<file path="src/rwhr_pkg.sv">
// ----------------------------------------------------------------------------
// Randomized Walsh-Hadamard row package
// Shared constants, the sequencer state type and a small helper function.
// ----------------------------------------------------------------------------
package rwhr_pkg;

	localparam int MAX_LEN      = 64;
	localparam int BUF_SLOTS    = 64;
	localparam int ADDR_W       = 6;
	localparam int CNT_W        = 7;
	localparam int STAGE_W      = 3;
	localparam int IN_W         = 24;
	localparam int DATA_W       = 32;
	localparam int COEF_W       = 18;
	localparam int PROD_W       = DATA_W + COEF_W;
	localparam int SHIFT_BASE   = 16;

	localparam logic [COEF_W-1:0] INV_SQRT2_Q16 = 18'd46341;
	localparam logic [COEF_W-1:0] UNITY_Q16     = 18'd65536;

	typedef enum logic [3:0] {
		ST_COLLECT,
		ST_PAD,
		ST_BF_RD,
		ST_BF_WA,
		ST_BF_WB,
		ST_OUT_RD,
		ST_OUT_MUL,
		ST_OUT_SH,
		ST_OUT_WAIT
	} state_t;

	// Smallest k with 2^k >= n, for n from 1 to 64.
	function automatic logic [STAGE_W-1:0] ceil_log2(input logic [CNT_W-1:0] n);
		logic [STAGE_W-1:0] r;
		r = '0;
		for (int i = 0; i < ADDR_W; i++) begin
			if ((CNT_W'(1) << i) < n) begin
				r = STAGE_W'(i + 1);
			end
		end
		return r;
	endfunction

endpackage

</file>
<file path="src/randomized_walsh_hadamard_row_top.sv">
// ----------------------------------------------------------------------------
// Randomized Walsh-Hadamard row transform
// Collects a row with random sign flips, zero-pads it to a power of two,
// runs the fast Walsh-Hadamard butterflies in place and emits scaled
// coefficients.
//
//   channel   fields                               handshake
//   sample    sample_value, negate, row_end        sample_valid / sample_stall
//   coef      coef_value, coef_last, overflowed    coef_valid / coef_stall
//
// Each element within MAX_LEN is written to the buffer as it is accepted.
// After the closing item the row is zero-padded, the butterflies run on
// the single butterfly unit and its buffer ports, and each coefficient is
// read, scaled, shifted and held until the coef channel takes it.
// The input is stalled from the closing item until the last coefficient
// is taken. The row buffer needs no clearing after reset.
// ----------------------------------------------------------------------------
module randomized_walsh_hadamard_row_top #(
	parameter int MAX_LEN = rwhr_pkg::MAX_LEN
) (
	input  logic                              clk,
	input  logic                              arst_n,
	input  logic                              sample_valid,
	output logic                              sample_stall,
	input  logic signed [rwhr_pkg::IN_W-1:0]  sample_value,
	input  logic                              negate,
	input  logic                              row_end,
	output logic                              coef_valid,
	input  logic                              coef_stall,
	output logic signed [rwhr_pkg::DATA_W-1:0] coef_value,
	output logic                              coef_last,
	output logic                              overflowed
);

	localparam int AW = rwhr_pkg::ADDR_W;
	localparam int CW = rwhr_pkg::CNT_W;
	localparam int SW = rwhr_pkg::STAGE_W;
	localparam int DW = rwhr_pkg::DATA_W;

	rwhr_pkg::state_t state_q, state_d;

	logic [CW-1:0]  count_q;
	logic           ovf_q;
	logic [CW-1:0]  idx_q;
	logic [SW-1:0]  stage_q;
	logic [DW-1:0]  diff_q;
	logic signed [rwhr_pkg::PROD_W-1:0] prod_q;
	logic           out_valid_q;
	logic [DW-1:0]  coef_value_q;
	logic           coef_last_q;
	logic           overflowed_q;

	logic           we;
	logic [AW-1:0]  waddr, raddr_a, raddr_b;
	logic [DW-1:0]  wdata, rdata_a, rdata_b;

	logic           in_acc, out_acc, store_ok;
	logic [SW-1:0]  k;
	logic [CW-1:0]  p, half;
	logic [AW-1:0]  t, lenv, bf_a, bf_b;
	logic           t_last, stage_last;
	logic [DW-1:0]  x_ext;
	logic [rwhr_pkg::COEF_W-1:0] mul_coef;
	logic [4:0]     shamt;

	assign in_acc   = sample_valid && !sample_stall;
	assign out_acc  = coef_valid && !coef_stall;
	assign store_ok = count_q < CW'(MAX_LEN);

	assign k    = rwhr_pkg::ceil_log2(count_q);
	assign p    = CW'(1) << k;
	assign half = p >> 1;

	assign t          = idx_q[AW-1:0];
	assign lenv       = AW'(1) << stage_q;
	assign bf_a       = (((t >> stage_q) << stage_q) << 1) | (t & (lenv - AW'(1)));
	assign bf_b       = bf_a | lenv;
	assign t_last     = idx_q == (half - CW'(1));
	assign stage_last = stage_q == (k - SW'(1));

	assign x_ext    = negate ? -DW'(sample_value) : DW'(sample_value);
	assign mul_coef = k[0] ? rwhr_pkg::INV_SQRT2_Q16 : rwhr_pkg::UNITY_Q16;
	assign shamt    = 5'(rwhr_pkg::SHIFT_BASE) + 5'(k >> 1);

	rwhr_ram #(
		.WIDTH(DW),
		.DEPTH(rwhr_pkg::BUF_SLOTS)
	) u_ram (
		.clk    (clk),
		.we     (we),
		.waddr  (waddr),
		.wdata  (wdata),
		.raddr_a(raddr_a),
		.raddr_b(raddr_b),
		.rdata_a(rdata_a),
		.rdata_b(rdata_b)
	);

	always_comb begin
		state_d = state_q;
		case (state_q)
			rwhr_pkg::ST_COLLECT: begin
				if (in_acc && row_end) begin
					state_d = rwhr_pkg::ST_PAD;
				end
			end
			rwhr_pkg::ST_PAD: begin
				if (idx_q >= p) begin
					state_d = (k == '0) ? rwhr_pkg::ST_OUT_RD : rwhr_pkg::ST_BF_RD;
				end
			end
			rwhr_pkg::ST_BF_RD: state_d = rwhr_pkg::ST_BF_WA;
			rwhr_pkg::ST_BF_WA: state_d = rwhr_pkg::ST_BF_WB;
			rwhr_pkg::ST_BF_WB: begin
				state_d = (t_last && stage_last) ? rwhr_pkg::ST_OUT_RD : rwhr_pkg::ST_BF_RD;
			end
			rwhr_pkg::ST_OUT_RD:  state_d = rwhr_pkg::ST_OUT_MUL;
			rwhr_pkg::ST_OUT_MUL: state_d = rwhr_pkg::ST_OUT_SH;
			rwhr_pkg::ST_OUT_SH:  state_d = rwhr_pkg::ST_OUT_WAIT;
			rwhr_pkg::ST_OUT_WAIT: begin
				if (!coef_stall) begin
					state_d = coef_last_q ? rwhr_pkg::ST_COLLECT : rwhr_pkg::ST_OUT_RD;
				end
			end
			default: state_d = rwhr_pkg::ST_COLLECT;
		endcase
	end

	always_comb begin
		sample_stall = 1'b1;
		we           = 1'b0;
		waddr        = '0;
		wdata        = '0;
		raddr_a      = '0;
		raddr_b      = '0;
		case (state_q)
			rwhr_pkg::ST_COLLECT: begin
				sample_stall = 1'b0;
				we           = sample_valid && store_ok;
				waddr        = count_q[AW-1:0];
				wdata        = x_ext;
			end
			rwhr_pkg::ST_PAD: begin
				we    = idx_q < p;
				waddr = idx_q[AW-1:0];
			end
			rwhr_pkg::ST_BF_RD: begin
				raddr_a = bf_a;
				raddr_b = bf_b;
			end
			rwhr_pkg::ST_BF_WA: begin
				we    = 1'b1;
				waddr = bf_a;
				wdata = rdata_a + rdata_b;
			end
			rwhr_pkg::ST_BF_WB: begin
				we    = 1'b1;
				waddr = bf_b;
				wdata = diff_q;
			end
			rwhr_pkg::ST_OUT_RD: begin
				raddr_a = idx_q[AW-1:0];
			end
			default: begin
				we = 1'b0;
			end
		endcase
	end

	always_ff @(posedge clk or negedge arst_n) begin
		if (!arst_n) begin
			state_q     <= rwhr_pkg::ST_COLLECT;
			count_q     <= '0;
			ovf_q       <= 1'b0;
			idx_q       <= '0;
			stage_q     <= '0;
			out_valid_q <= 1'b0;
		end else begin
			state_q <= state_d;
			case (state_q)
				rwhr_pkg::ST_COLLECT: begin
					if (in_acc) begin
						if (store_ok) begin
							count_q <= count_q + CW'(1);
						end else begin
							ovf_q <= 1'b1;
						end
						if (row_end) begin
							idx_q <= count_q + CW'(store_ok);
						end
					end
				end
				rwhr_pkg::ST_PAD: begin
					if (idx_q < p) begin
						idx_q <= idx_q + CW'(1);
					end else begin
						idx_q   <= '0;
						stage_q <= '0;
					end
				end
				rwhr_pkg::ST_BF_WB: begin
					if (t_last) begin
						idx_q   <= '0;
						stage_q <= stage_q + SW'(1);
					end else begin
						idx_q <= idx_q + CW'(1);
					end
				end
				rwhr_pkg::ST_OUT_SH: begin
					out_valid_q <= 1'b1;
				end
				rwhr_pkg::ST_OUT_WAIT: begin
					if (!coef_stall) begin
						out_valid_q <= 1'b0;
						if (coef_last_q) begin
							count_q <= '0;
							ovf_q   <= 1'b0;
							idx_q   <= '0;
						end else begin
							idx_q <= idx_q + CW'(1);
						end
					end
				end
				default: begin
					out_valid_q <= out_valid_q;
				end
			endcase
		end
	end

	always_ff @(posedge clk) begin
		if (state_q == rwhr_pkg::ST_BF_WA) begin
			diff_q <= rdata_a - rdata_b;
		end
		if (state_q == rwhr_pkg::ST_OUT_MUL) begin
			prod_q <= $signed(rdata_a) * $signed({1'b0, mul_coef});
		end
		if (state_q == rwhr_pkg::ST_OUT_SH) begin
			coef_value_q <= DW'(prod_q >>> shamt);
			coef_last_q  <= idx_q == (p - CW'(1));
			overflowed_q <= ovf_q;
		end
	end

	assign coef_valid = out_valid_q;
	assign coef_value = coef_value_q;
	assign coef_last  = coef_last_q;
	assign overflowed = overflowed_q;

endmodule

</file>
<file path="src/rwhr_ram.sv">
// ----------------------------------------------------------------------------
// Generic RAM
// One write port and two read ports, with registered read data.
// ----------------------------------------------------------------------------
module rwhr_ram #(
	parameter int WIDTH = rwhr_pkg::DATA_W,
	parameter int DEPTH = rwhr_pkg::BUF_SLOTS
) (
	input  logic                     clk,
	input  logic                     we,
	input  logic [$clog2(DEPTH)-1:0] waddr,
	input  logic [WIDTH-1:0]         wdata,
	input  logic [$clog2(DEPTH)-1:0] raddr_a,
	input  logic [$clog2(DEPTH)-1:0] raddr_b,
	output logic [WIDTH-1:0]         rdata_a,
	output logic [WIDTH-1:0]         rdata_b
);

	logic [WIDTH-1:0] mem_q [DEPTH];

	always_ff @(posedge clk) begin
		if (we) begin
			mem_q[waddr] <= wdata;
		end
		rdata_a <= mem_q[raddr_a];
		rdata_b <= mem_q[raddr_b];
	end

endmodule

</file>
<file path="config.mk">
export PLATFORM = sky130hd
export DESIGN_NAME = randomized_walsh_hadamard_row_top
export DESIGN_NICKNAME = d
export VERILOG_FILES = /design/src/rwhr_pkg.sv /design/src/randomized_walsh_hadamard_row_top.sv /design/src/rwhr_ram.sv
export SDC_FILE = /design/constraint.sdc
export NUM_CORES = 2
export LEC_CHECK = 0
export BUFFER_PORTS_ARGS = -buffer_cell sky130_fd_sc_hd__buf_2
export CAP_MARGIN = 10
export CORE_UTILIZATION = 45
export DETAILED_ROUTE_END_ITERATION = 6
export PLACE_DENSITY = 0.66
export SYNTH_ARGS = -nofsm -noshare
export SYNTH_HDL_FRONTEND = slang
export SYNTH_SLANG_ARGS = --single-unit
</file>
<file path="constraint.sdc">
create_clock -name clk -period 10.4 [get_ports clk]
set_clock_uncertainty 0.15 [all_clocks]
set_input_delay 2.08 -clock clk [delete_from_list [all_inputs] [get_ports clk]]
set_output_delay 2.08 -clock clk [all_outputs]
set_load 0.005 [all_outputs]
</file>
==> impl.org <==
** Floorplan
- The floorplan step set the die height to 516 µm.
- The floorplan step defined a die boundary enclosing between 200000 and 300000 µm².
- After floorplanning, the core was divided into around 190 placement rows.
- The floorplan step set the die width to 516 µm.
- The core region is roughly 260000 µm².
- Count of pins on the block boundary :: 66
- The initial utilization of the core area, before any placement, comes to between 40% and 50%.

** Synth
- In the synthesized netlist the async set-or-reset flop fraction comes to about 1.0%.
- In this run the biggest area consumer among cell types represents around 54% of the synthesized area.
- Mean cell area of the mapped netlist :: roughly 12 µm²
- Most common cell in the netlist :: sky130_fd_sc_hd__nand2_1
- Prevailing post-synth register cell :: sky130_fd_sc_hd__edfxtp_1
- Counting every instance in the synthesized netlist gives 9872.
- Sorting the synthesized cells by how often they occur yields sky130_fd_sc_hd__nand2_1, sky130_fd_sc_hd__edfxtp_1, sky130_fd_sc_hd__nand3_1, sky130_fd_sc_hd__mux4_2, sky130_fd_sc_hd__clkbuf_1.
- Synthesized area :: roughly 120000 µm²
- In this run, distinct cell masters in the synthesized netlist total roughly 90.
- Synthesis inferred between 2000 and 2500 register bits.
- For this run, the number of Yosys warnings is 0.
- Count of flip-flops with a built-in enable after synthesis :: between 2000 and 2500
- Sorting the synthesized cells by area gives the leading types as sky130_fd_sc_hd__edfxtp_1, sky130_fd_sc_hd__mux4_2, sky130_fd_sc_hd__nand2_1, sky130_fd_sc_hd__ha_1, sky130_fd_sc_hd__fa_1.
- Post-synthesis sequential area ratio :: 55.7%
- Cell type with the largest total area after synthesis :: sky130_fd_sc_hd__edfxtp_1

** GRT
- The number of global-route vias before repair came to approximately 85000.
- Overflow left after global routing :: 0
- After global routing, the most crowded layer is met2.
- Antenna violations before repair :: 20
- Global routing used between 30% and 40% of the available met1 tracks.
- Met3 track demand over resource :: approximately 6.3%
- For this run, global-route usage on met2 was measured as ~45%.
- Wire length of the first global-routing pass :: about 570000 µm
- Maximum number of pins on one net before global-route repair :: about 170
- Total GRT Usage :: 29.0%

** CTS
- Total number of H-tree levels :: 4
- After clock tree synthesis, the flow added hold-fix buffers numbering 0.
- After clock tree synthesis, the clock-pin slew on the worst setup and hold paths is 0.07 ns.
- # clock sinks :: approximately 2200
- The clock passes through at most 3 buffers.
- The clock reaches the later pin of the worst-skew pair after about 0.94 ns.
- Number of buffers added for setup after CTS :: 0
- Count of cells resized by post-cts repair :: 0
- The tree is rooted in a sky130_fd_sc_hd__clkbuf_16.
- TritonCTS clock tree :: done
- Num CTS Buffers :: roughly 230

** Finish
- Once layout is complete, the cells apart from fillers number 13413.
- Share of layout cells above drive strength 1 :: about an eighth
- Relative to the synthesized area, the layout overhead comes to 10.2%.
- Layout Utilization :: 49.9%
- After the last flow step, the layout net total stands at approximately 10000.
- Fill cells in the final layout number ~22000.
- Design Area, Final :: 131000 µm²

** Pwr
- Power density over the cells :: 139 nW/µm²
- Proportion of power drawn by combinational gates :: 1.0%
- The analysis attributes to cell leakage a power of roughly 0.048 µW.
- Power share of the sequential group :: 53.2%
- The internal portion of the total power is roughly 14000 µW.
- Summed over all nets, the switching power comes to between 3000 and 4000 µW.
- Part of the total power dissipated in the clock network :: between 40% and 50%
- Worst voltage drop across the vdd grid :: approximately 0.16 mV
- Of the total power, the share spent switching nets is 20.6%.

** STA
- Setup TNS after final layout :: 0 ns
- Fin crit period :: 8.39 ns
- The number of failing hold endpoints at the final stage was 0.
- After layout, the worst path uses slightly above 80% of the clock period.
- Number of max-slew violations in the final report :: 0
- Measured against its own limit, the worst slew margin works out to roughly 7.7%.
- Timing would allow up to between 0.1 and 0.15 GHz.
- At the pin with the least slew margin, the transition time is about 1.4 ns.
- Hold slack :: ~0.31 ns
- Setup violations remaining at the end of the flow were counted as 0.
- Unrepaired setup endpoints after global routing :: no

** Route
- Once detail routing completed, the nets flagged for antenna violations numbered 0.
- The first detailed-routing pass took 7 iterations.
- Using the TritonRoute via totals, the vias-per-cell ratio works out to ~6.5.
- DRC violation count after routing :: 9
- After the first detailed-routing iteration, the DRC count stood at around 12000.
- Dividing the detail-routed wire length by the instance count gives 29.2 µm.
- For this block, the via count after detailed routing is approximately 87000.
- Final wirelength :: ~390000 µm

** Place
- Input and output buffers added on the ports amount to 65.
- Once detailed placement completed, the half-perimeter wirelength came to 234000 µm.
- Routability-driven placement finished with a final weighted congestion of 0.923.
- Placed insts :: between 10000 and 15000
- In this run the cell area measured after placement is 124000 µm².

** Status
- The checks that failed: design-rule violations.
- The flow ran to the end, but the final reports show violations.

** Setup path
- Worst Path Class, Setup :: register to register
- The worst setup path is captured at a register.
- Largest driver fanout on the critical path :: 35
- STA puts the critical path data required time at about 11 ns.
- Data arrives at the worst endpoint at 8.87 ns.
- Kind of start point of the critical path :: register

** Job
- The tool flagged a number of max-cap violations equal to 0.

** Worst hold path
- The path class of the tightest hold or removal check is register to register.
==> metrics by stage <==
step,power (µW),worst slack (ns)
CTS,18300,2.05
floorplan,10000,3.22
detailed placement,10100,2.11
global route,18600,1.56
global placement,10100,1.55
finish,18300,2.01
==> worst max-delay path: stages, from the launching register on <==
cell	delay [ns]
sky130_fd_sc_hd__dfrtp_1	0.57
sky130_fd_sc_hd__or3_1	0.44
sky130_fd_sc_hd__nor3_1	0.23
sky130_fd_sc_hd__mux2i_1	0.14
sky130_fd_sc_hd__nor2_2	0.09
sky130_fd_sc_hd__buf_4	0.34
sky130_fd_sc_hd__clkinv_1	0.66
sky130_fd_sc_hd__buf_16	0.40
sky130_fd_sc_hd__a21o_1	0.20
sky130_fd_sc_hd__fa_1	0.45
sky130_fd_sc_hd__fa_1	0.51
sky130_fd_sc_hd__inv_1	0.05
sky130_fd_sc_hd__fa_1	0.50
sky130_fd_sc_hd__fa_1	0.43
sky130_fd_sc_hd__fa_1	0.49
sky130_fd_sc_hd__inv_1	0.04
sky130_fd_sc_hd__ha_1	0.38
sky130_fd_sc_hd__nand4_1	0.12
sky130_fd_sc_hd__nor2_1	0.31
sky130_fd_sc_hd__nand3_1	0.12
sky130_fd_sc_hd__o22ai_1	0.38
sky130_fd_sc_hd__o211a_1	0.32
sky130_fd_sc_hd__a41o_1	0.28
sky130_fd_sc_hd__o211ai_1	0.15
sky130_fd_sc_hd__o21ai_0	0.23
sky130_fd_sc_hd__xnor2_1	0.08
==> metal layers <==
layer  share of wire [%]  vias to the layer above
met2                  45                     5937
met5               0.024                        -
li1                    -                    36405
met4                 6.2                       16
met3                  12                     1110
met1                  37                    43177
==> cell usage in the layout, fill, tap and decap left out, types with 65 or more instances in the layout <==
master / n
sky130_fd_sc_hd__a311oi_1: 387
sky130_fd_sc_hd__inv_1: 346
sky130_fd_sc_hd__nor2_1: 217
sky130_fd_sc_hd__fa_1: 186
sky130_fd_sc_hd__nand3_1: 604
sky130_fd_sc_hd__mux4_2: 512
sky130_fd_sc_hd__buf_4: 188
sky130_fd_sc_hd__a21oi_1: 231
sky130_fd_sc_hd__buf_2: 65
sky130_fd_sc_hd__xnor2_1: 95
sky130_fd_sc_hd__and3_1: 269
sky130_fd_sc_hd__nand2_1: 2576
sky130_fd_sc_hd__nor2_4: 69
sky130_fd_sc_hd__a31oi_1: 137
sky130_fd_sc_hd__o21ai_0: 133
sky130_fd_sc_hd__clkbuf_16: 232
sky130_fd_sc_hd__edfxtp_1: 2148
sky130_fd_sc_hd__ha_1: 324
sky130_fd_sc_hd__a211oi_1: 108
sky130_fd_sc_hd__mux2i_1: 130
==> final cells by class <==
cell class	count	area, µm²	share of cell area (%)
Clock inverter	161	1570	1.20
Clock buffer	268	6000	4.57
Multi-Input combinational cell	6597	49200	37.5
Timing Repair Buffer	282	2320	1.77
Inverter	350	1310	1.00
Antenna cell	5	12.5	0.00954
Tap cell	3515	4400	3.35
Sequential cell	2235	66400	50.6
==> power groups by stage <==
| stage | sequential [µW] | combinational, µW | clock [µW] |
|---|---|---|---|
| final | 9710 | 186 | 8360 |
| after detailed placement | 9910 | 185 | 0 |
| after CTS | 9710 | 186 | 8400 |
| after global routing | 9710 | 211 | 8730 |
| after floorplan | 9910 | 128 | 0 |
| after global placement | 9910 | 181 | 0 |
==> registers in the layout, summed over array words and instances, names as in the netlist, 3 cells and up <==
register,flops
prod_q,34
idx_q,7
coef_value,32
u_ram.rdata_b,32
u_ram.rdata_a,32
diff_q,32
stage_q,3
u_ram.mem_q,2048
count_q,7
state_q,4
==> cells by family after synthesis <==
logic type,Yosys count,synth area share [%]
AOI/OAI and AO/OA,1353,8.13
xor gates and xnor gates,133,0.978
adders and majority gates,510,6.53
buffers and inverters,1069,3.86
DFF,2235,55.7
muxes,643,10.8
other,2,0.00631
and+or+nand+nor,3927,14.0
==> worst paths after layout <==
path / depth (start not counted) / slack, ns / end / start
worst max-delay path: 25 / 2.01 / prod_q[49]$_DFFE_PP_ / count_q[1]$_DFFE_PN0P_
worst min-delay path: 0 / 0.31 / overflowed$_DFFE_PP_ / ovf_q$_DFFE_PN0P_
worst max register to register: 25 / 2.01 / prod_q[49]$_DFFE_PP_ / count_q[1]$_DFFE_PN0P_
worst min register to register: 0 / 0.31 / overflowed$_DFFE_PP_ / ovf_q$_DFFE_PN0P_
max in group asynchronous: 1 / 8.73 / count_q[3]$_DFFE_PN0P_ / arst_n
min in group asynchronous: 1 / 0.99 / stage_q[1]$_DFFE_PN0P_ / arst_n
(Power assumes the default switching activity.)
